--- src/rtl/core/ladsr_pkg.sv ---
// Shared types and constants for the linear ADSR envelope with voice steal.
// No dependencies; every other file of the block imports this package.
package ladsr_pkg;

	// Levels are Q1.22 fractions held in 23 unsigned bits (1.0 is the top value).
	localparam logic [22:0] LVL_ONE    = 23'd4194304;
	localparam logic [22:0] LVL_TENTH  = 23'd419430;
	localparam logic [22:0] LVL_EPS    = 23'd41;
	localparam logic [23:0] UNIT_ROUND = 24'd32767;
	localparam logic [4:0]  DIV_BITS   = 5'd23;

	localparam logic [1:0] CMD_TICK     = 2'd0;
	localparam logic [1:0] CMD_NOTE_ON  = 2'd1;
	localparam logic [1:0] CMD_NOTE_OFF = 2'd2;

	localparam logic [2:0] REG_ATTACK  = 3'd0;
	localparam logic [2:0] REG_DECAY   = 3'd1;
	localparam logic [2:0] REG_RELEASE = 3'd2;
	localparam logic [2:0] REG_STEAL   = 3'd3;
	localparam logic [2:0] REG_SUSTAIN = 3'd4;
	localparam logic [2:0] REG_IGNORE  = 3'd5;
	localparam logic [2:0] REG_CLICK   = 3'd6;

	localparam logic [2:0] STG_IDLE    = 3'd0;
	localparam logic [2:0] STG_ATTACK  = 3'd1;
	localparam logic [2:0] STG_DECAY   = 3'd2;
	localparam logic [2:0] STG_SUSTAIN = 3'd3;
	localparam logic [2:0] STG_RELEASE = 3'd4;

	typedef struct packed {
		logic [1:0] cmd;
		logic [6:0] note_id;
		logic       sample_present;
	} req_t;

	typedef struct packed {
		logic [15:0] env_level;
		logic [2:0]  stage;
		logic        gate_on;
		logic [6:0]  playing_note;
		logic        steal_pending;
	} rsp_t;

	typedef struct packed {
		logic [19:0] attack_unit;
		logic [19:0] decay_unit;
		logic [19:0] release_unit;
		logic [19:0] steal_unit;
		logic [7:0]  sustain;
		logic        ignore_rel;
		logic [15:0] click_fade;
	} cfg_t;

	typedef struct packed {
		logic       wr;
		logic [2:0] idx;
		logic       chg;
	} cfg_ev_t;

	typedef enum logic [2:0] {
		DP_NOP    = 3'd0,
		DP_JUMP   = 3'd1,
		DP_RAMP   = 3'd2,
		DP_STEP   = 3'd3,
		DP_FINISH = 3'd4,
		DP_SUS    = 3'd5,
		DP_CLEAR  = 3'd6,
		DP_ENVQ   = 3'd7
	} dp_op_t;

	typedef enum logic [1:0] {
		TGT_ZERO = 2'd0,
		TGT_ONE  = 2'd1,
		TGT_SUS  = 2'd2
	} tgt_t;

	typedef struct packed {
		dp_op_t      op;
		tgt_t        tgt;
		logic [19:0] unit;
	} dp_cmd_t;

	typedef struct packed {
		logic jump;
		logic steps_zero;
		logic busy;
		logic gt_tenth;
	} dp_sts_t;

	typedef struct packed {
		logic       idle;
		logic       out_load;
		logic [2:0] stage;
		logic       held;
		logic [6:0] note;
		logic       pending;
	} ctrl_sts_t;

endpackage

--- src/rtl/core/ladsr_dp.sv ---
// Envelope datapath: level, ramp increment, step count, output level and the
// serial divider that forms the increment. Depends on ladsr_pkg.
module ladsr_dp (
	input  logic              clk,
	input  logic              arst_n,
	input  ladsr_pkg::dp_cmd_t cmd,
	input  logic [7:0]        sus,
	output ladsr_pkg::dp_sts_t sts,
	output logic [22:0]       env_q
);
	import ladsr_pkg::*;

	logic [22:0]        level_q, target_q, envq_q, mag_q, quo_q, tgt_val, mag_w;
	logic signed [23:0] step_q;
	logic [27:0]        steps_q, rem_q, prod;
	logic [19:0]        unit_q;
	logic               neg_q, busy_q, mul_q;
	logic [4:0]         cnt_q;
	logic [24:0]        diff, negd, lvl_sum;
	logic [23:0]        units_sum;
	logic [7:0]         units;
	logic [28:0]        trial;
	logic [23:0]        quo_ext;

	always_comb begin
		case (cmd.tgt)
			TGT_ONE: tgt_val = LVL_ONE;
			TGT_SUS: tgt_val = {sus, 15'd0};
			default: tgt_val = '0;
		endcase
	end

	assign diff      = {2'b00, tgt_val} - {2'b00, level_q};
	assign negd      = -diff;
	assign mag_w     = diff[24] ? negd[22:0] : diff[22:0];
	assign units_sum = {1'b0, mag_q} + UNIT_ROUND;
	assign units     = units_sum[22:15];
	assign prod      = {8'd0, unit_q} * {20'd0, units};
	assign trial     = {rem_q, quo_q[22]} - {1'b0, steps_q};
	assign lvl_sum   = {2'b00, level_q} + {step_q[23], step_q};
	assign quo_ext   = {1'b0, quo_q};

	assign sts.jump       = (mag_w <= LVL_EPS) || (cmd.unit == 20'd0);
	assign sts.steps_zero = (steps_q == 28'd0);
	assign sts.busy       = busy_q;
	assign sts.gt_tenth   = (level_q > LVL_TENTH);
	assign env_q          = envq_q;

	always_ff @(posedge clk or negedge arst_n) begin
		if (!arst_n) begin
			level_q  <= '0;
			target_q <= '0;
			envq_q   <= '0;
			step_q   <= '0;
			steps_q  <= '0;
			rem_q    <= '0;
			quo_q    <= '0;
			mag_q    <= '0;
			neg_q    <= 1'b0;
			unit_q   <= '0;
			busy_q   <= 1'b0;
			mul_q    <= 1'b0;
			cnt_q    <= '0;
		end else begin
			if (busy_q) begin
				if (mul_q) begin
					steps_q <= prod;
					rem_q   <= '0;
					quo_q   <= mag_q;
					cnt_q   <= DIV_BITS;
					mul_q   <= 1'b0;
				end else if (cnt_q != 5'd0) begin
					if (!trial[28]) begin
						rem_q <= trial[27:0];
						quo_q <= {quo_q[21:0], 1'b1};
					end else begin
						rem_q <= {rem_q[26:0], quo_q[22]};
						quo_q <= {quo_q[21:0], 1'b0};
					end
					cnt_q <= cnt_q - 5'd1;
				end else begin
					step_q <= neg_q ? -$signed(quo_ext) : $signed(quo_ext);
					busy_q <= 1'b0;
				end
			end
			case (cmd.op)
				DP_JUMP: begin
					level_q  <= tgt_val;
					target_q <= tgt_val;
					steps_q  <= '0;
					step_q   <= '0;
				end
				DP_RAMP: begin
					target_q <= tgt_val;
					mag_q    <= mag_w;
					neg_q    <= diff[24];
					unit_q   <= cmd.unit;
					busy_q   <= 1'b1;
					mul_q    <= 1'b1;
				end
				DP_STEP: begin
					level_q <= lvl_sum[22:0];
					steps_q <= steps_q - 28'd1;
				end
				DP_FINISH: begin
					level_q <= target_q;
					steps_q <= '0;
				end
				DP_SUS: begin
					level_q <= {sus, 15'd0};
					envq_q  <= {sus, 15'd0};
					steps_q <= '0;
					step_q  <= '0;
				end
				DP_CLEAR: begin
					level_q  <= '0;
					target_q <= '0;
					envq_q   <= '0;
					steps_q  <= '0;
					step_q   <= '0;
				end
				DP_ENVQ: begin
					envq_q <= level_q;
				end
				default: begin
				end
			endcase
		end
	end

endmodule

--- src/rtl/core/ladsr_ctrl.sv ---
// Envelope controller: stage sequencing, note and steal bookkeeping, click
// fade counter and the commands that drive ladsr_dp. Depends on ladsr_pkg.
module ladsr_ctrl (
	input  logic                clk,
	input  logic                arst_n,
	input  logic                req_acc,
	input  ladsr_pkg::req_t      req,
	input  ladsr_pkg::cfg_ev_t   cfg_ev,
	input  ladsr_pkg::cfg_t      cfg,
	input  logic                out_free,
	input  ladsr_pkg::dp_sts_t   dp_sts,
	output ladsr_pkg::dp_cmd_t   dp_cmd,
	output ladsr_pkg::ctrl_sts_t sts
);
	import ladsr_pkg::*;

	typedef enum logic [6:0] {
		S_WAIT  = 7'b0000001,
		S_CMD   = 7'b0000010,
		S_TCHK  = 7'b0000100,
		S_ENTER = 7'b0001000,
		S_RAMP  = 7'b0010000,
		S_DIVW  = 7'b0100000,
		S_FIN   = 7'b1000000
	} state_t;

	state_t      state_q, state_d;
	logic        out_q, out_d;
	logic [2:0]  stage_q, stage_d;
	logic        held_q, held_d, pend_q, pend_d, ppres_q, ppres_d, sv_q, sv_d;
	logic [6:0]  pnote_q, pnote_d, note_q, note_d;
	logic        fade_act_q, fade_act_d, steal_q, steal_d;
	logic        tick_fin_q, tick_fin_d, cfg_op_q, cfg_op_d;
	logic [15:0] fade_left_q, fade_left_d;
	req_t        item_q, item_d;
	logic        adv, do_start, from_pend, st_pres, out_load;
	logic [6:0]  st_note;
	logic        ramp_stage;

	function automatic logic [2:0] next_stg(input logic [2:0] s, input logic [7:0] sus,
			input logic [19:0] du);
		logic [2:0] r;
		r = s;
		case (s)
			STG_ATTACK:  r = (sus < 8'd128 || du != 20'd0) ? STG_DECAY : STG_SUSTAIN;
			STG_DECAY:   r = STG_SUSTAIN;
			STG_RELEASE: r = STG_IDLE;
			default:     r = s;
		endcase
		return r;
	endfunction

	assign ramp_stage = (stage_q == STG_ATTACK) || (stage_q == STG_DECAY) ||
		(stage_q == STG_RELEASE);

	// Ramp target and unit follow the stage; the steal ramp uses its own unit.
	always_comb begin
		dp_cmd.op   = DP_NOP;
		dp_cmd.tgt  = TGT_ZERO;
		dp_cmd.unit = '0;
		case (stage_q)
			STG_ATTACK: begin
				dp_cmd.tgt  = TGT_ONE;
				dp_cmd.unit = cfg.attack_unit;
			end
			STG_DECAY: begin
				dp_cmd.tgt  = TGT_SUS;
				dp_cmd.unit = cfg.decay_unit;
			end
			STG_RELEASE: begin
				dp_cmd.unit = steal_q ? cfg.steal_unit : cfg.release_unit;
			end
			default: begin
			end
		endcase

		state_d     = state_q;
		out_d       = out_q;
		stage_d     = stage_q;
		held_d      = held_q;
		pend_d      = pend_q;
		ppres_d     = ppres_q;
		pnote_d     = pnote_q;
		sv_d        = sv_q;
		note_d      = note_q;
		fade_act_d  = fade_act_q;
		fade_left_d = fade_left_q;
		steal_d     = steal_q;
		tick_fin_d  = tick_fin_q;
		cfg_op_d    = cfg_op_q;
		item_d      = item_q;
		adv         = 1'b0;
		do_start    = 1'b0;
		from_pend   = 1'b0;
		out_load    = 1'b0;

		case (state_q)
			S_WAIT: begin
				if (out_q && out_free) begin
					out_load = 1'b1;
					out_d    = 1'b0;
				end else if (cfg_ev.wr) begin
					cfg_op_d   = 1'b1;
					tick_fin_d = 1'b0;
					steal_d    = 1'b0;
					if (cfg_ev.chg) begin
						case (cfg_ev.idx)
							REG_ATTACK:  if (stage_q == STG_ATTACK) state_d = S_RAMP;
							REG_DECAY:   if (stage_q == STG_DECAY) state_d = S_RAMP;
							REG_RELEASE: if (stage_q == STG_RELEASE) state_d = S_RAMP;
							REG_SUSTAIN: begin
								if (stage_q == STG_DECAY) state_d = S_RAMP;
								else if (stage_q == STG_SUSTAIN) state_d = S_ENTER;
							end
							default: begin
							end
						endcase
					end
				end else if (req_acc) begin
					item_d     = req;
					cfg_op_d   = 1'b0;
					tick_fin_d = 1'b0;
					steal_d    = 1'b0;
					state_d    = S_CMD;
				end
			end
			S_CMD: begin
				case (item_q.cmd)
					CMD_TICK: begin
						tick_fin_d = 1'b1;
						if (ramp_stage) begin
							if (dp_sts.steps_zero) begin
								dp_cmd.op = DP_FINISH;
								adv       = 1'b1;
							end else begin
								dp_cmd.op = DP_STEP;
								state_d   = S_TCHK;
							end
						end else if (stage_q == STG_SUSTAIN) begin
							dp_cmd.op = DP_SUS;
							state_d   = S_FIN;
						end else if (pend_q) begin
							do_start  = 1'b1;
							from_pend = 1'b1;
						end else begin
							dp_cmd.op = DP_CLEAR;
							state_d   = S_FIN;
						end
					end
					CMD_NOTE_ON: begin
						if (stage_q != STG_IDLE && dp_sts.gt_tenth && sv_q) begin
							pend_d  = 1'b1;
							pnote_d = item_q.note_id;
							ppres_d = item_q.sample_present;
							if (stage_q != STG_RELEASE && cfg.release_unit == 20'd0) begin
								stage_d     = STG_IDLE;
								fade_act_d  = 1'b1;
								fade_left_d = cfg.click_fade;
								dp_cmd.op   = DP_CLEAR;
								state_d     = S_FIN;
							end else begin
								stage_d = STG_RELEASE;
								steal_d = 1'b1;
								state_d = S_RAMP;
							end
						end else begin
							do_start = 1'b1;
						end
					end
					CMD_NOTE_OFF: begin
						state_d = S_FIN;
						if (sv_q && !cfg.ignore_rel) begin
							held_d = 1'b0;
							if (stage_q != STG_IDLE && stage_q != STG_RELEASE) begin
								stage_d = STG_RELEASE;
								state_d = S_ENTER;
							end
						end
					end
					default: state_d = S_FIN;
				endcase
			end
			S_TCHK: begin
				if (pend_q && stage_q == STG_RELEASE && !dp_sts.gt_tenth) begin
					do_start  = 1'b1;
					from_pend = 1'b1;
				end else if (dp_sts.steps_zero) begin
					dp_cmd.op = DP_FINISH;
					adv       = 1'b1;
				end else begin
					state_d = S_FIN;
				end
			end
			S_ENTER: begin
				if (ramp_stage) begin
					state_d = S_RAMP;
				end else if (stage_q == STG_SUSTAIN) begin
					dp_cmd.op = DP_SUS;
					state_d   = S_FIN;
				end else begin
					dp_cmd.op = DP_CLEAR;
					state_d   = S_FIN;
				end
			end
			S_RAMP: begin
				steal_d = 1'b0;
				if (dp_sts.jump) begin
					dp_cmd.op = DP_JUMP;
					adv       = 1'b1;
				end else begin
					dp_cmd.op = DP_RAMP;
					state_d   = S_DIVW;
				end
			end
			S_DIVW: begin
				if (!dp_sts.busy) state_d = S_FIN;
			end
			S_FIN: begin
				if (tick_fin_q) begin
					dp_cmd.op = DP_ENVQ;
					if (fade_act_q) begin
						if (fade_left_q != 16'd0) fade_left_d = fade_left_q - 16'd1;
						else fade_act_d = 1'b0;
					end
				end
				if (!cfg_op_q) out_d = 1'b1;
				state_d = S_WAIT;
			end
			default: state_d = S_WAIT;
		endcase

		if (adv) begin
			stage_d = next_stg(stage_q, cfg.sustain, cfg.decay_unit);
			if (stage_q == STG_RELEASE) begin
				fade_act_d  = 1'b1;
				fade_left_d = cfg.click_fade;
			end
			state_d = S_ENTER;
		end

		st_note = from_pend ? pnote_q : item_q.note_id;
		st_pres = from_pend ? ppres_q : item_q.sample_present;
		if (do_start) begin
			dp_cmd.op   = DP_CLEAR;
			fade_act_d  = 1'b0;
			fade_left_d = '0;
			tick_fin_d  = 1'b0;
			if (from_pend) pend_d = 1'b0;
			sv_d    = st_pres;
			note_d  = st_note;
			held_d  = st_pres;
			stage_d = st_pres ? STG_ATTACK : STG_IDLE;
			state_d = st_pres ? S_ENTER : S_FIN;
		end
	end

	always_ff @(posedge clk or negedge arst_n) begin
		if (!arst_n) begin
			state_q     <= S_WAIT;
			out_q       <= 1'b0;
			stage_q     <= STG_IDLE;
			held_q      <= 1'b0;
			pend_q      <= 1'b0;
			ppres_q     <= 1'b0;
			pnote_q     <= '0;
			sv_q        <= 1'b0;
			note_q      <= '0;
			fade_act_q  <= 1'b0;
			fade_left_q <= '0;
			steal_q     <= 1'b0;
			tick_fin_q  <= 1'b0;
			cfg_op_q    <= 1'b0;
		end else begin
			state_q     <= state_d;
			out_q       <= out_d;
			stage_q     <= stage_d;
			held_q      <= held_d;
			pend_q      <= pend_d;
			ppres_q     <= ppres_d;
			pnote_q     <= pnote_d;
			sv_q        <= sv_d;
			note_q      <= note_d;
			fade_act_q  <= fade_act_d;
			fade_left_q <= fade_left_d;
			steal_q     <= steal_d;
			tick_fin_q  <= tick_fin_d;
			cfg_op_q    <= cfg_op_d;
		end
	end

	always_ff @(posedge clk) begin
		item_q <= item_d;
	end

	assign sts.idle     = (state_q == S_WAIT) && !out_q;
	assign sts.out_load = out_load;
	assign sts.stage    = stage_q;
	assign sts.held     = held_q;
	assign sts.note     = note_q;
	assign sts.pending  = pend_q;

	// The click fade only ever runs after a release has ended in idle or a steal has cleared the voice.
	a_fade_idle: assert property (@(posedge clk) disable iff (!arst_n)
		fade_act_q |-> stage_q == STG_IDLE)
		else $error("click fade active outside idle");

	a_div_stage: assert property (@(posedge clk) disable iff (!arst_n)
		state_q == S_DIVW |-> (stage_q == STG_ATTACK || stage_q == STG_DECAY ||
			stage_q == STG_RELEASE))
		else $error("ramp division outside a ramp stage");

	a_ramp_next: assert property (@(posedge clk) disable iff (!arst_n)
		state_q == S_RAMP |=> (state_q == S_ENTER || state_q == S_DIVW))
		else $error("ramp setup went to an unexpected state");

endmodule

--- src/rtl/core/linear_adsr_envelope_with_steal_unit.sv ---
// Top level of the linear ADSR envelope with voice steal: configuration
// registers, result register and the controller/datapath pair.
// Depends on ladsr_pkg, ladsr_ctrl and ladsr_dp.
//
// Each item is one command for a single voice: a sample tick, a note on or a
// note off, and each item produces exactly one result that shows the envelope
// after the command. A ramp moves the Q1.22 level by a fixed increment per
// tick; the increment is the ramp distance divided by the step count, formed
// by a bit-serial divider that yields one quotient bit per cycle. A plain
// tick, note off or sustain update needs no division; a command or tick that
// starts a new ramp adds the step-count multiply and the division, and a tick
// that starts a waiting note whose attack jumps straight into a decay ramp is
// the longest case. The block takes one item at a time; the next item is
// accepted once the controller is back in its wait state with its result
// handed on and no configuration write offered, even while the previous
// result still sits in the result register. Configuration writes are taken
// only while no item is being worked on; a write to a rate or sustain
// register whose stage is running retargets that ramp from the current level
// (a sustain write in the sustain stage sets the level), which keeps the
// configuration port busy until the controller waits again. A note on that
// arrives while the voice is audible above one tenth of full scale starts a
// fast release at the steal rate (or clears the voice if the release rate is
// zero outside a release), and the held note starts once the level falls to
// one tenth or below. The click fade after a release or such a clear counts
// down while the voice is idle.
module linear_adsr_envelope_with_steal_unit (
	input  logic              clk,
	input  logic              arst_n,
	input  logic              req_valid,
	output logic              req_stall,
	input  ladsr_pkg::req_t   req,
	output logic              rsp_valid,
	input  logic              rsp_stall,
	output ladsr_pkg::rsp_t   rsp,
	input  logic              cfg_valid,
	output logic              cfg_ready,
	input  logic [2:0]        cfg_index,
	input  logic [19:0]       cfg_data
);
	import ladsr_pkg::*;

	cfg_t      cfg_q;
	cfg_ev_t   cfg_ev;
	dp_cmd_t   dp_cmd;
	dp_sts_t   dp_sts;
	ctrl_sts_t c_sts;
	rsp_t      rsp_q;
	logic      rsp_valid_q;
	logic [22:0] env_q;
	logic [7:0]  sus_sat;
	logic        req_acc, out_free;

	// The controller takes configuration ahead of a command in the same cycle.
	assign cfg_ready = c_sts.idle;
	assign req_stall = !c_sts.idle || cfg_valid;
	assign req_acc   = req_valid && !req_stall;
	assign out_free  = !rsp_valid_q || !rsp_stall;

	// Sustain above full scale saturates to full scale.
	assign sus_sat = (cfg_data[7:0] > 8'd128) ? 8'd128 : cfg_data[7:0];

	always_comb begin
		cfg_ev.wr  = cfg_valid && cfg_ready;
		cfg_ev.idx = cfg_index;
		case (cfg_index)
			REG_ATTACK:  cfg_ev.chg = (cfg_data != cfg_q.attack_unit);
			REG_DECAY:   cfg_ev.chg = (cfg_data != cfg_q.decay_unit);
			REG_RELEASE: cfg_ev.chg = (cfg_data != cfg_q.release_unit);
			REG_SUSTAIN: cfg_ev.chg = (sus_sat != cfg_q.sustain);
			default:     cfg_ev.chg = 1'b0;
		endcase
	end

	always_ff @(posedge clk or negedge arst_n) begin
		if (!arst_n) begin
			cfg_q.attack_unit  <= 20'd256;
			cfg_q.decay_unit   <= 20'd256;
			cfg_q.release_unit <= 20'd256;
			cfg_q.steal_unit   <= 20'd1;
			cfg_q.sustain      <= 8'd128;
			cfg_q.ignore_rel   <= 1'b0;
			cfg_q.click_fade   <= 16'd64;
		end else if (cfg_ev.wr) begin
			case (cfg_index)
				REG_ATTACK:  cfg_q.attack_unit  <= cfg_data;
				REG_DECAY:   cfg_q.decay_unit   <= cfg_data;
				REG_RELEASE: cfg_q.release_unit <= cfg_data;
				REG_STEAL:   cfg_q.steal_unit   <= cfg_data;
				REG_SUSTAIN: cfg_q.sustain      <= sus_sat;
				REG_IGNORE:  cfg_q.ignore_rel   <= cfg_data[0];
				REG_CLICK:   cfg_q.click_fade   <= cfg_data[15:0];
				default: begin
				end
			endcase
		end
	end

	ladsr_ctrl u_ctrl (
		.clk      (clk),
		.arst_n   (arst_n),
		.req_acc  (req_acc),
		.req      (req),
		.cfg_ev   (cfg_ev),
		.cfg      (cfg_q),
		.out_free (out_free),
		.dp_sts   (dp_sts),
		.dp_cmd   (dp_cmd),
		.sts      (c_sts)
	);

	ladsr_dp u_dp (
		.clk    (clk),
		.arst_n (arst_n),
		.cmd    (dp_cmd),
		.sus    (cfg_q.sustain),
		.sts    (dp_sts),
		.env_q  (env_q)
	);

	// Result register: loaded when the controller finishes an item and the
	// previous result has been taken or is being taken.
	always_ff @(posedge clk or negedge arst_n) begin
		if (!arst_n) begin
			rsp_valid_q <= 1'b0;
		end else if (c_sts.out_load) begin
			rsp_valid_q <= 1'b1;
		end else if (!rsp_stall) begin
			rsp_valid_q <= 1'b0;
		end
	end

	always_ff @(posedge clk) begin
		if (c_sts.out_load) begin
			rsp_q.env_level     <= env_q[22:7];
			rsp_q.stage         <= c_sts.stage;
			rsp_q.gate_on       <= c_sts.held;
			rsp_q.playing_note  <= c_sts.note;
			rsp_q.steal_pending <= c_sts.pending;
		end
	end

	assign rsp_valid = rsp_valid_q;
	assign rsp       = rsp_q;

endmodule
--- config.mk ---
export PLATFORM = sky130hd
export DESIGN_NAME = linear_adsr_envelope_with_steal_unit
export DESIGN_NICKNAME = d
export VERILOG_FILES = /design/src/rtl/core/ladsr_pkg.sv /design/src/rtl/core/ladsr_dp.sv /design/src/rtl/core/ladsr_ctrl.sv /design/src/rtl/core/linear_adsr_envelope_with_steal_unit.sv
export SDC_FILE = /design/constraint.sdc
export NUM_CORES = 1
export LEC_CHECK = 0
export ABC_AREA = 1
export BUFFER_PORTS_ARGS = -buffer_cell sky130_fd_sc_hd__buf_2
export CAP_MARGIN = 20
export CORE_MARGIN = 3
export CORE_UTILIZATION = 60
export CTS_BUF_LIST = sky130_fd_sc_hd__clkbuf_4 sky130_fd_sc_hd__clkbuf_8 sky130_fd_sc_hd__clkbuf_16
export CTS_CLUSTER_SIZE = 24
export DETAILED_ROUTE_END_ITERATION = 7
export GPL_TIMING_DRIVEN = 0
export PLACE_DENSITY = 0.76
export SYNTH_ARGS = -nofsm -noshare
export SYNTH_HDL_FRONTEND = slang
export SYNTH_SLANG_ARGS = --single-unit
--- constraint.sdc ---
create_clock -name clk -period 7.5 [get_ports clk]
set_clock_uncertainty 0.1 [all_clocks]
set_input_delay 1.5 -clock clk [delete_from_list [all_inputs] [get_ports clk]]
set_output_delay 1.5 -clock clk [all_outputs]
set_load 0.005 [all_outputs]
* Yosys cells after proc, flatten, opt, wreduce, memory -nomap -nowiden
Index checks and enable logic that the tools add are counted.
** Operators by class
- Add/sub/neg operators :: 8
- Multipliers :: 1
- Magnitude comparators :: 4
- Eq/ne operators :: 64
- Mux-type cells :: 130
- Bitwise gates (word level) :: 2
- Reductions and logical operators :: 70
** Operators by type and width (number)
- two-way mux 23 bit :: 8
- two-way mux 7 bit :: 26
- two-way mux 28 bit :: 5
- case mux 23 bit (5 select lines) :: 1
- case mux 23 bit (2 select lines) :: 2
- case mux 23 bit (3 select lines) :: 1
- inequality test 20 bit :: 3
- case mux 20 bit (3 select lines) :: 1
- case mux 28 bit (2 select lines) :: 1
- two-way mux 3 bit :: 18
- negator 23 bit :: 2
- two-way mux 1 bit :: 45
- case mux 7 bit (6 select lines) :: 1
- zero test 20 bit :: 2
- subtractor 29 x 28 -> 29 bit :: 1
- zero test 28 bit :: 1
- multiplier 20 x 8 -> 28 bit :: 1
- case mux 7 bit (4 select lines) :: 1
- subtractor 28 x 1 -> 28 bit, second input constant :: 1
- subtractor 23 x 23 -> 24 bit :: 1
- adder 23 x 15 -> 23 bit, second input constant :: 1
- adder 23 bit :: 1
- greater-than comparator 23 x 19 -> 1 bit, second input constant :: 1
- less-or-equal comparator 23 x 6 -> 1 bit, second input constant :: 1
- 63 further kinds :: 153
** Word-level totals
- Bits in registers :: 382
- Output and inout port bits :: 31
- Word-level logic and storage cells :: 319

* Longest topological paths before layout
Gate-level depths: netlist of the first run.
- Depth in word-level cells :: 16
- Gate-level depth with buffers :: 45
- Gate-level depth less buffers :: 45

* Cells and area by module
From an unflattened synthesis of the first run, not the netlist that was laid out.
** Unflattened totals
- Cell total of the unflattened synthesis :: 3710
- Area total of the unflattened synthesis :: 27868.0 um^2
** By module, submodules not included
- ladsr_dp :: times used 1, cells an instance 2648, area each 19072.0 um^2, seq. area each 5180.0 um^2
- linear_adsr_envelope_with_steal_unit :: times used 1, cells an instance 602, area each 5571.6 um^2, seq. area each 3500.9 um^2
- ladsr_ctrl :: times used 1, cells an instance 460, area each 3224.3 um^2, seq. area each 1102.3 um^2

* Worst setup path before layout of the first run
OpenSTA, ideal clock, no wires.
- Path type :: flip-flop to flip-flop
- Start point :: register u_dp.mag_q[14]
- End point :: register u_dp.steps_q[27]
- Data arrival time :: 6.218 ns
- Setup slack :: 1.117 ns
- Cell stages (with the launch flop) :: 44
- Buffers on the path :: 0
- Cell sequence :: dfrtp_1 nor4_1 nand2_1 nor2_1 nor2_1 inv_1 nor2_1 inv_1 nor2_1 inv_1 nor2_1 inv_1 nor2_1 inv_1 nor2_1 inv_1 nor2_1 or2_2 [8 not listed] ha_1 nand3_1 nand2_1 nand2_1 nand2_1 a21oi_1 o21ai_0 a31oi_1 o21ai_0 nand3_1 nand2_1 nand2_1 nand2_1 nand2_1 a21o_1 nand3_1 nand3_1 nand2_1
** On the way
- Longest elaborated chain between the ends :: 5
** RTL lines
- start, declared :: RTL line ladsr_dp.sv:13 : logic [22:0] level_q, target_q, envq_q, mag_q, quo_q, tgt_val, mag_w;
- start signal, assigned :: RTL line ladsr_dp.sv:95 : mag_q <= mag_w;
- adder 23 x 15 -> 23 bit :: RTL line ladsr_dp.sv:36 : assign units_sum = {1'b0, mag_q} + UNIT_ROUND;
- multiplier 20 x 8 -> 28 bit :: RTL line ladsr_dp.sv:38 : assign prod = {8'd0, unit_q} * {20'd0, units};
- two-way mux 28 bit :: RTL line ladsr_dp.sv:66 : if (mul_q) begin
- two-way mux 28 bit :: RTL line ladsr_dp.sv:65 : if (busy_q) begin
- case mux 28 bit (2 select lines) :: RTL line ladsr_dp.sv:86 : case (cmd.op)
- end signal, assigned :: RTL line ladsr_dp.sv:67 : steps_q <= prod;
- end signal, assigned :: RTL line ladsr_dp.sv:103 : steps_q <= steps_q - 28'd1;
- end, declared :: RTL line ladsr_dp.sv:15 : logic [27:0] steps_q, rem_q, prod;
No other way between the ends. The select of a mux whose other input is x is not followed.
A chain may end at the register's enable or synchronous reset.

* Final worst setup path of the first run
- Start point :: register u_dp.mag_q[14]
- End point :: register u_dp.steps_q[26]
Same word-level chain as after synthesis.

==> flow_summary.ini, run 1 <==
[run_status]
outcome = complete, but fails checks
violations = design-rule violations

[synthesis]
syn_area_per_cell_um2 = 7.53
synthMuxAreaShare_pct = 0
synth_common_cells = 913 x nand2_1, 472 x inv_1, 320 x nor2_1
synth.distinct_cells = 59
synth.top_cells.by_area = dfrtp_1 30%, nand2_1 13%, fa_1 8.3%
synth_top_area_share_pct = 29.8
synth-adder-area-share_pct = 13.9
synth-warning-count = 0
netlist_instances = 3520
synth_ff_type = dfrtp_1
synth-compound-area-share_pct = 13.9
synth_top_family_by_area = simple AND/OR/NAND/NOR gates
synth_xor_area_share_pct = 4.20
synth-edff-count = 38
async_reset_ff_share_pct = 89.4
synth_top_area_cell = dfrtp_1
synth.most_common_cell = nand2_1
synth-simple-area-share_pct = 24.6
ys_ff_latch = 360
synth_area_um2 = 26500
syn_nets = 3787
yosysSeqAreaShare_pct = 34.8

[drt]
initialDrtViolationCount = 2520
wl_per_cell_um = 18.9
vias_per_cell = 5.84
postRouteAntennaNets = 0
route.detailed.drc = 1
drt_wl_total_mm = 80.4
first_pass_iters = 8
vias = 24882

[timing]
layout_min_cycle_time_ns = 7.07
fin_crit_sh_pct = 94.2
hold_ws_ns = 0.349
worst_pin_slew_ns = 1.08
finalHoldViolCount = 0
rsz0062_at_grt = true
slew_headroom_pct = 28.1
setup_viol = 0
timing.fmax_ghz = 0.141
drv_slew = 0

[power]
p_total_uw = 9190
vdd.ir_drop.worst_uv = 406
power_density_nw_per_um2 = 315
total_leakage_power_uw = 0.0148

[cts]
cts_inserted_buffers = 43
clockRootBuffer = clkbuf_16
insertion_delay_ns = 0.59
h-tree-depth = 2
cts_tree = built
cts.sinks = 360
cts.clk_slew.worst_paths_ns = 0.06
clockBufferDepth = 3

[critical_path]
cp.arrival_ns = 7.47
path_class = reg -> reg
setup.worst_path.start_class = register
worstPathRequired_ns = 7.90
cpPeakStageDelay_ns = 0.54
cp_max_fo = 10
crit_path_end_kind = register
crit_buf_inv = 9
critPathTopFamily = adder cells
ff2ff_setup_slack_ns = 0.43
crit_slowest_cell = fa_1

[layout]
synthToLayoutAreaGrowth_pct = 10.1
n_antenna_cell = 0
final_cells = 4257
drive_above_1_share_pct = 6.89
n_fill_cell = 3793
nets = 3905

[grt]
grt_pass1_vias = 24427
globalRoute.totalOverflow = 0
track_usage_pct = 34.5
antenna_found_initial = 0
grt_max_degree = 123
grt_pass1_wl_mm = 129

[placed_design]
hpwlAfterDp_mm = 61.4
io_buffer_count = 68
place_congestion = 0.973
dp_cells = 4176

[die]
fp.dieW_um = 216
die_area_um2 = 46700
io_pins = 69
die_h_um = 216
row_count = 76
start_util_pct = 61.1
core_um2 = 43400

[flow_run]
cap_violations = 0

[hold_path]
min_path_type = reg -> reg
-- stage by stage --
| stage | TNS (ns) | worst slack [ns] | area, µm² | utilization, % |
|---|---|---|---|---|
| after detailed placement | -0.0617 | -0.0432 | 27600 | 63.8 |
| after global routing | -0.528 | -0.126 | 29200 | 67.3 |
| after floorplan | 0 | 1.12 | 26500 | - |
| final | 0 | 0.432 | 29200 | 67.3 |
| after CTS | 0 | 0.0590 | 29100 | 67.1 |
| after global placement | -438.25 | -1.46 | 27600 | 63.6 |
-- worst paths after layout --
kind / startpoint / end / cells after the start
max in group asynchronous: arst_n / cfg_q[63]$_DFFE_PN0P_ / 2
max: u_dp.mag_q[14]$_DFFE_PN0P_ / u_dp.steps_q[26]$_DFFE_PN0P_ / 40
min: u_ctrl.note_q[4]$_DFFE_PN0P_ / rsp[5]$_DFFE_PP_ / 0
min reg2reg: u_ctrl.note_q[4]$_DFFE_PN0P_ / rsp[5]$_DFFE_PP_ / 0
min in group asynchronous: arst_n / u_dp.rem_q[11]$_DFFE_PN0P_ / 1
max reg2reg: u_dp.mag_q[14]$_DFFE_PN0P_ / u_dp.steps_q[26]$_DFFE_PN0P_ / 40
-- layout make-up --
| cell class | instances | area, µm² | area share (%) |
|---|---|---|---|
| multi-input cells | 2567 | 15000 | 51.5 |
| flip-flops and latches | 360 | 9210 | 31.6 |
| inverters | 491 | 1850 | 6.34 |
| clock buffers | 53 | 1170 | 4.01 |
| well taps | 585 | 732 | 2.51 |
| plain buffers | 101 | 452 | 1.55 |
| repair buffers | 74 | 435 | 1.49 |
| clock inverters | 26 | 288 | 0.987 |
-- kinds of logic after synthesis --
family | count (synthesis)
adder cells (fa/ha/maj) | 229
buffers and inverters | 593
flip-flops | 360
XOR/XNOR | 127
AO/OA/AOI/OAI | 657
AND/OR/NAND/NOR | 1554
-- worst register-to-register path: cells and delay by family, from the launching register on --
family,cells,cell delay [ns]
xor+xnor,1,0.17
fa+ha+maj,5,2.50
flops,1,0.42
compound gates,4,0.61
buf+inv,9,1.01
simple gates,21,2.14
-- layer usage --
layer / vias up / global-route usage, % / wire (µm)
met5: - / 0 / 0
met3: 214 / 5.65 / 6220
met4: 0 / 11.8 / 2880
li1: 11651 / - / -
met1: 11942 / 47.7 / 34200
met2: 1075 / 55.7 / 37100
-- power breakdown --
part / switching [µW] / internal, µW
Sequential: 371 / 2400
Combinational: 2960 / 1320
Clock: 881 / 1260
Total: 4210 / 4970
-- registers in the layout, summed over array words and instances, names as in the netlist, 20 cells and up --
| signal | cells |
|---|---|
| cfg_q | 89 |
| rsp | 28 |
| u_dp.rem_q | 28 |
| u_dp.steps_q | 28 |
| u_dp.level_q | 23 |
| u_dp.mag_q | 23 |
| u_dp.quo_q | 23 |
| u_dp.step_q | 23 |
| u_dp.unit_q | 20 |
-- placed cells by master, fill, tap and decap left out, types with 42 or more instances in the layout --
master     synthesis  final
nand2_1          913    912
inv_1            472    472
nor2_1           320    319
dfrtp_1          316    316
o21ai_0          311    307
nand3_1          164    164
a21oi_1          162    160
ha_1             119    118
fa_1             110    110
xor2_1            89     89
buf_2             16     85
clkbuf_1          76     73
clkbuf_16          0     43
o21ai_1           40     42
-- what timing repair did --
item,4_1_cts,5_1_grt
hold buffers,0,0
setup buffers,0,3
pin swaps,0,1
setup endpoints to repair,5,20
endpoints found under the hold margin,0,0
resized for setup,1,24
Note: power is estimated with default switching activity, not from simulation.
==> run 2: changes to the inputs <==
--- a/config.mk
+++ b/config.mk
@@ -11,9 +11,10 @@
 export CORE_MARGIN = 3
 export CORE_UTILIZATION = 60
 export CTS_BUF_LIST = sky130_fd_sc_hd__clkbuf_4 sky130_fd_sc_hd__clkbuf_8 sky130_fd_sc_hd__clkbuf_16
-export CTS_CLUSTER_SIZE = 24
+export CTS_CLUSTER_SIZE = 16
 export DETAILED_ROUTE_END_ITERATION = 7
 export GPL_TIMING_DRIVEN = 0
+export MAX_ROUTING_LAYER = met4
 export PLACE_DENSITY = 0.76
 export SYNTH_ARGS = -nofsm -noshare
 export SYNTH_HDL_FRONTEND = slang
==> run 2 against run 1 <==
Against the previous run: the flow now finishes without violations; global-route usage grew 1.6 points; worst hold slack gained 0.00083 ns; critical path depth shrank 1; core utilization grew 0.095 points; largest cell class unchanged; design area grew 0.14%; count of clock-buffer cells in the layout grew 1; largest power group unchanged; sequential share of layout area is essentially flat; power grew 0.70%.
==> flow_summary.ini, run 2 (synthesized netlist as in run 1, its figures left out) <==
[run_status]
outcome = complete, no violations

[timing]
finalHoldViolCount = 0
timing.fmax_ghz = 0.140
drv_slew = 0
worst_pin_slew_ns = 1.16
fin_crit_sh_pct = 95.4
layout_min_cycle_time_ns = 7.15
setup_viol = 0
slew_headroom_pct = 22.6
tns_ns = 0

[layout]
final_design_area_no_fill_um2 = 29200
n_fill_cell = 3781
largest_register_ff_count = 89
nets = 3903
drive_above_1_share_pct = 6.82
largest-register = cfg_q
layout_commonest_cell = nand2_1
layout_common_cells = 912 x nand2_1, 472 x inv_1, 319 x nor2_1
synthToLayoutAreaGrowth_pct = 10.3

[die]
core_um2 = 43400
start_util_pct = 61.1
io_pins = 69
row_count = 76
fp.dieW_um = 216
die_h_um = 216
die_area_um2 = 46700

[critical_path]
crit_buf_inv = 9
critPathTopFamily = adder cells
cp_max_fo = 10
cpPeakStageDelay_ns = 0.55
crit_slowest_cell = fa_1
ff2ff_setup_slack_ns = 0.35
r2r-end = u_dp.steps_q[24]$_DFFE_PN0P_
crit_path_frequent_cell = nor2_1
path_class = reg -> reg
rr_worst_depth = 39
timing.rr.start = u_dp.mag_q[11]$_DFFE_PN0P_
setup.worst_path.start_class = register
crit_path_end_kind = register
cp.arrival_ns = 7.50
worstPathRequired_ns = 7.85

[drt]
vias = 24890
first_pass_iters = 7
initialDrtViolationCount = 2357
wl_per_cell_um = 19.2
drt_wl_total_mm = 81.4
route.detailed.drc = 0
vias_per_cell = 5.86
postRouteAntennaNets = 0

[flow_run]
cap_violations = 0

[cts]
insertion_delay_ns = 0.59
clockRootBuffer = clkbuf_16
cts.sinks = 360
h-tree-depth = 2
cts.clk_slew.worst_paths_ns = 0.06
cts_inserted_buffers = 42
cts_tree = built
clockBufferDepth = 3
cts_hold_buf = 0

[hold_path]
holdPathEnd = rsp[12]$_DFFE_PP_
min_path_cells = 0
hold_start = u_dp.env_q[7]$_DFFE_PN0P_
min_path_type = reg -> reg

[power]
total_leakage_power_uw = 0.0148
vdd.ir_drop.worst_uv = 359
p_total_uw = 9250
power_density_nw_per_um2 = 317

[grt]
antenna_found_initial = 1
grt_pass1_wl_mm = 130
grt_max_degree = 113
grt_pass1_vias = 24564
track_usage_pct = 36.0
globalRoute.totalOverflow = 0

[placed_design]
placed_cell_area_um2 = 27700
place_congestion = 0.955
io_buffer_count = 68
hpwlAfterDp_mm = 61.7
[run 2: what timing repair did]
action / CTS / global route
setup buffers: 0 / 1
pin swaps: 0 / 0
gates resized for setup: 3 / 25
endpoints found under the setup margin: 5 / 11
endpoints found under the hold margin: 0 / 0
[run 2: cell type report]
class	count	area [µm²]	area share [%]
clock buffer	54	1180	4.03
multi-input combinational	2567	15100	51.5
antenna	1	2.50	0.00857
buffer	102	460	1.58
sequential	360	9210	31.5
tap	585	732	2.51
inverter	491	1850	6.33
clock inverter	19	285	0.977
timing repair buffer	72	440	1.51
[run 2: layer usage]
metal	global-route usage (%)	share of wire (%)	up-vias
li1	-	-	11657
met1	47.8	42	11971
met2	57.4	47	1059
met3	5.68	7.8	203
met4	11.4	3.3	0
met5	-	0	-
[run 2: through the flow]
step | setup slack (ns) | util (%) | hold slack, ns | std cells
global route | -0.0345 | 67.4 | 0.357 | 4251
finish | 0.346 | 67.4 | 0.350 | 4251
floorplan | 1.12 | - | 0.319 | 3520
global placement | -1.39 | 63.6 | 0.333 | 4173
CTS | 0.0989 | 67.2 | 0.352 | 4249
detailed placement | -0.0692 | 63.8 | 0.330 | 4176
[run 2: worst max path at each step]
stage / start / to / slack, ns / depth (start not counted)
final: u_dp.mag_q[11]$_DFFE_PN0P_ / u_dp.steps_q[24]$_DFFE_PN0P_ / 0.35 / 39
after CTS: u_dp.mag_q[11]$_DFFE_PN0P_ / u_dp.steps_q[26]$_DFFE_PN0P_ / 0.1 / 40
after detailed placement: u_dp.mag_q[11]$_DFFE_PN0P_ / u_dp.steps_q[25]$_DFFE_PN0P_ / -0.07 / 42
after global placement: arst_n / cfg_q[33]$_DFFE_PN0P_ / -1.39 / 1
after floorplan: u_dp.mag_q[14]$_DFFE_PN0P_ / u_dp.steps_q[27]$_DFFE_PN0P_ / 1.12 / 43
after global routing: u_dp.mag_q[0]$_DFFE_PN0P_ / u_dp.steps_q[26]$_DFFE_PN0P_ / -0.03 / 40
[run 2: where the power goes]
group          internal [µW]  total [µW]  switching (µW)  leakage [µW]
sequential              2400        2770             375       0.00467
clock                   1320        2190             864      0.000719
combinational           1320        4300            2980       0.00942
total                   5040        9250            4220        0.0148
[run 2: worst register-to-register path, delay by kind of cell, from the launching register on]
family	cells	cell delay, ns
AND/OR/NAND/NOR	19	2.10
flip-flops	1	0.41
AO/OA/AOI/OAI	5	0.74
buffers and inverters	9	0.98
adder cells (fa/ha/maj)	5	2.55
XOR/XNOR	1	0.15
